### src/hw/rtl/fct_ram.sv
// Generic single-write, single-read RAM with a registered read port.
module fct_ram #(
    parameter int WIDTH = 8,
    parameter int DEPTH = 16
) (
    input  logic                                      clk,
    input  logic                                      wr_en,
    input  logic [((DEPTH > 1) ? $clog2(DEPTH) : 1)-1:0] wr_addr,
    input  logic [WIDTH-1:0]                          wr_data,
    input  logic [((DEPTH > 1) ? $clog2(DEPTH) : 1)-1:0] rd_addr,
    output logic [WIDTH-1:0]                          rd_data
);

    logic [WIDTH-1:0] mem [DEPTH];

    always_ff @(posedge clk)
    begin
        if (wr_en)
        begin
            mem[wr_addr] <= wr_data;
        end
        rd_data <= mem[rd_addr];
    end

endmodule

### config.mk
export PLATFORM = sky130hd
export DESIGN_NAME = fct_ram
export DESIGN_NICKNAME = d
export VERILOG_FILES = /design/src/hw/rtl/fct_ram.sv
export SDC_FILE = /design/constraint.sdc
export NUM_CORES = 1
export LEC_CHECK = 0
export ABC_AREA = 1
export BUFFER_PORTS_ARGS = -buffer_cell sky130_fd_sc_hd__buf_2
export CORE_ASPECT_RATIO = 0.75
export CORE_MARGIN = 3
export CORE_UTILIZATION = 30
export CTS_CLUSTER_SIZE = 28
export DETAILED_ROUTE_END_ITERATION = 10
export GPL_ROUTABILITY_DRIVEN = 0
export SETUP_SLACK_MARGIN = 0.3
export SLEW_MARGIN = 25
export SYNTH_ARGS = -nofsm -noshare
export SYNTH_HDL_FRONTEND = slang
export SYNTH_SLANG_ARGS = --single-unit
### constraint.sdc
create_clock -name clk -period 1.1 [get_ports clk]
set_clock_uncertainty 0.1 [all_clocks]
set_input_delay 0.055 -clock clk [delete_from_list [all_inputs] [get_ports clk]]
set_output_delay 0.055 -clock clk [all_outputs]
set_load 0.01 [all_outputs]
==> key figures <==
Clock network
  – Root Driver: clkbuf_16
  – Clk_lat worst skew: 0.41 ns
  – CTS clk-pin slew, worst paths: 0.06 ns
  – CTS H-Tree Depth: 4
  – TritonCTS clock tree: yes
  – Number of CTS-inserted buffers: 17
  – Clk buf depth: 2
  – # clock sinks: 136

Placed design
  – IO buf count: 25
  – DP Worst Slack: -0.213 ns
  – Hpwl dp: 9250 um
  – Placed Area: 0.00658 mm^2

Min path
  – Hold Crit Class: primary input to flip-flop

Floorplan
  – Die W: 166 um
  – DIE AREA: 0.0209 mm^2
  – Die H: ~130 um
  – Initial core utilization: 0.309
  – Rows: 43
  – IO Pins: 26
  – Core area: 0.0187 mm^2

Detailed routing
  – DRT Wirelength: 14300 um
  – Via Count: 3908
  – First DRT Iteration DRCs: ~340
  – Routed WL per cell: about 16 um
  – Detail Route Antenna Nets: 0
  – DRC Markers: 0
  – Vias/cell: 4.47
  – TritonRoute pass-1 iters: 5

Worst setup path
  – CP peak stage delay: around 0.36 ns
  – CP Launch Type: flip-flop
  – Buf/Inv on CP: 1
  – WP data arrival: around 1.3 ns
  – Crit end category: flip-flop
  – Req. time, crit path: 1.31 ns
  – CP dominant cell by count: nand3_2
  – CP cell instances: inv_1 -> nand2_1 -> nand3_1 -> nand3_2 -> nand3_2 -> nand2_2
  – Crit Path Max Fanout: 1
  – CP top delay family: simple AND/OR/NAND/NOR gates
  – Kind of critical path: flip-flop to flip-flop
  – Slowest-stage cell, CP: edfxtp_1

Final layout
  – Share of cells above drive strength 1: 0.295
  – Final nets: around 630
  – Post-route core utilization: 0.403
  – Area Growth Syn to Fin: 30.5%
  – Filler cells: 1757
  – Post-route cell area: 0.00753 mm^2
  – Ant. Diodes: 0

STA
  – RSZ-0062 raised after global routing: yes
  – Max_slew headroom: 0.687
  – Worst slew pin tran: 0.469 ns
  – Minimum clock period after layout: 1.06 ns
  – Slew Viols, Final: 0
  – Max Clock Freq: 939 MHz
  – Final WS setup: 0.0354 ns
  – Final Hold Viols: 104
  – Final period util: 0.968
  – Final setup fails: 0
  – Hold Worst Slack: -0.0334 ns

GRT
  – First-pass GRT wire length: 22300 um
  – Vias in the first global route: a little under 4000
  – GRT Total Usage: 0.140
  – Initial antenna violation count: 0
  – Largest net degree at the start of global routing: 30
  – GRT overflow: 0

Logic synthesis
  – Synth area leaders: edfxtp_1 67%, nand2_1 11%, nand3_1 8.4%
  – Synthesized area: 0.00577 mm^2
  – Seq/Total Area, Yosys: 0.694
  – Ys flop type: edfxtp_1
  – Yosys top cell area share: 0.667
  – Synth Instances: ~550
  – Count leader, synth: nand2_1
  – Flops & latches, synth: 136
  – Post-Syn Nets: 569
  – Warnings from Yosys: 0
  – Netlist cell types: 12
  – Post-Syn Area per Cell: 10.5 um^2
  – Post-synth EDFFs: 128
  – Commonest cells in the netlist: 173 x nand2_1, 128 x edfxtp_1, 100 x inv_1
  – Yosys top cell by area: edfxtp_1
  – Ys async rst share: 0

Power and ir drop
  – Leakage: 3.19 nW
  – VDD IR-drop max: 1.21 mV
  – Total Power: 12.2 mW
  – P per Cell Area: 1620 mW/mm^2

Flow run
  – Max-cap violations: 0

Status
  – Failing checks: hold timing
  – Status: complete, but fails checks
where the power goes:
group          internal (mW)  total, mW  switching [mW]
clock network           3.27       5.31            2.04
registers               5.80       5.85          0.0486
logic                  0.366       1.00           0.637
total                   9.43       12.2            2.73
flip-flops by register name, summed over array words and instances (netlist names):
signal / flops
mem: 128
rd_data: 8
metrics by stage:
stage,TNS [ns],instances
after detailed placement,-11.06,840
after global routing,-0.0292,874
after floorplan,0,551
final,0,874
after global placement,-9.47,840
after CTS,0,872
worst paths after layout:
| path | cells after the start | end | slack [ns] | startpoint |
|---|---|---|---|---|
| setup / recovery | 6 | rd_data[5]$_DFF_P_ | 0.04 | mem[1][5]$_DFFE_PP_ |
| hold / removal | 1 | mem[1][7]$_DFFE_PP_ | -0.03 | wr_data[7] |
| setup reg to reg | 6 | rd_data[5]$_DFF_P_ | 0.04 | mem[1][5]$_DFFE_PP_ |
| hold reg to reg | 6 | rd_data[2]$_DFF_P_ | 0.58 | mem[15][2]$_DFFE_PP_ |
final cells by class:
cell class,instances,area [um^2],area share
Sequential cell,136,4020,0.534
Multi-Input combinational cell,289,1650,0.219
Timing Repair Buffer,68,622,0.0826
Clock buffer,19,433,0.0575
Inverter,102,385,0.0512
Tap cell,247,309,0.0411
Clock inverter,13,111,0.0148
kinds of logic (layout without fill, tap and decap cells):
family	Yosys count	count (layout)	synth area share
DFF	136	136	0.694
and+or+nand+nor	289	289	0.210
buffers and inverters	126	202	0.0952
metal layers:
| layer | up-vias | global-route usage | part of all wire |
|---|---|---|---|
| li1 | 1898 | - | - |
| met1 | 1878 | 0.201 | 0.49 |
| met2 | 120 | 0.205 | 0.43 |
| met3 | 12 | 0.0449 | 0.066 |
| met4 | 0 | 0.0425 | 0.012 |
| met5 | - | 0 | 0 |
layout by cell type (no fill, tap or decap), types with 4 or more instances in the layout:
cell type,count
buf_12,9
buf_2,17
buf_4,32
buf_6,9
clkbuf_16,17
clkinv_1,5
clkinv_2,5
edfxtp_1,128
inv_1,97
inv_2,4
nand2_1,163
nand2_2,6
nand2_4,4
nand3_1,43
nand3_2,50
nand3_4,4
nor2_2,8
nor2_4,9
what timing repair did:
item                                    in CTS  in global routing
gates resized for setup                     54                 30
endpoints found under the setup margin      24                 71
pin swaps                                   22                 23
buffers inserted                             0                  2
endpoints found under the hold margin      105                 88
(Power assumes the default switching activity.)
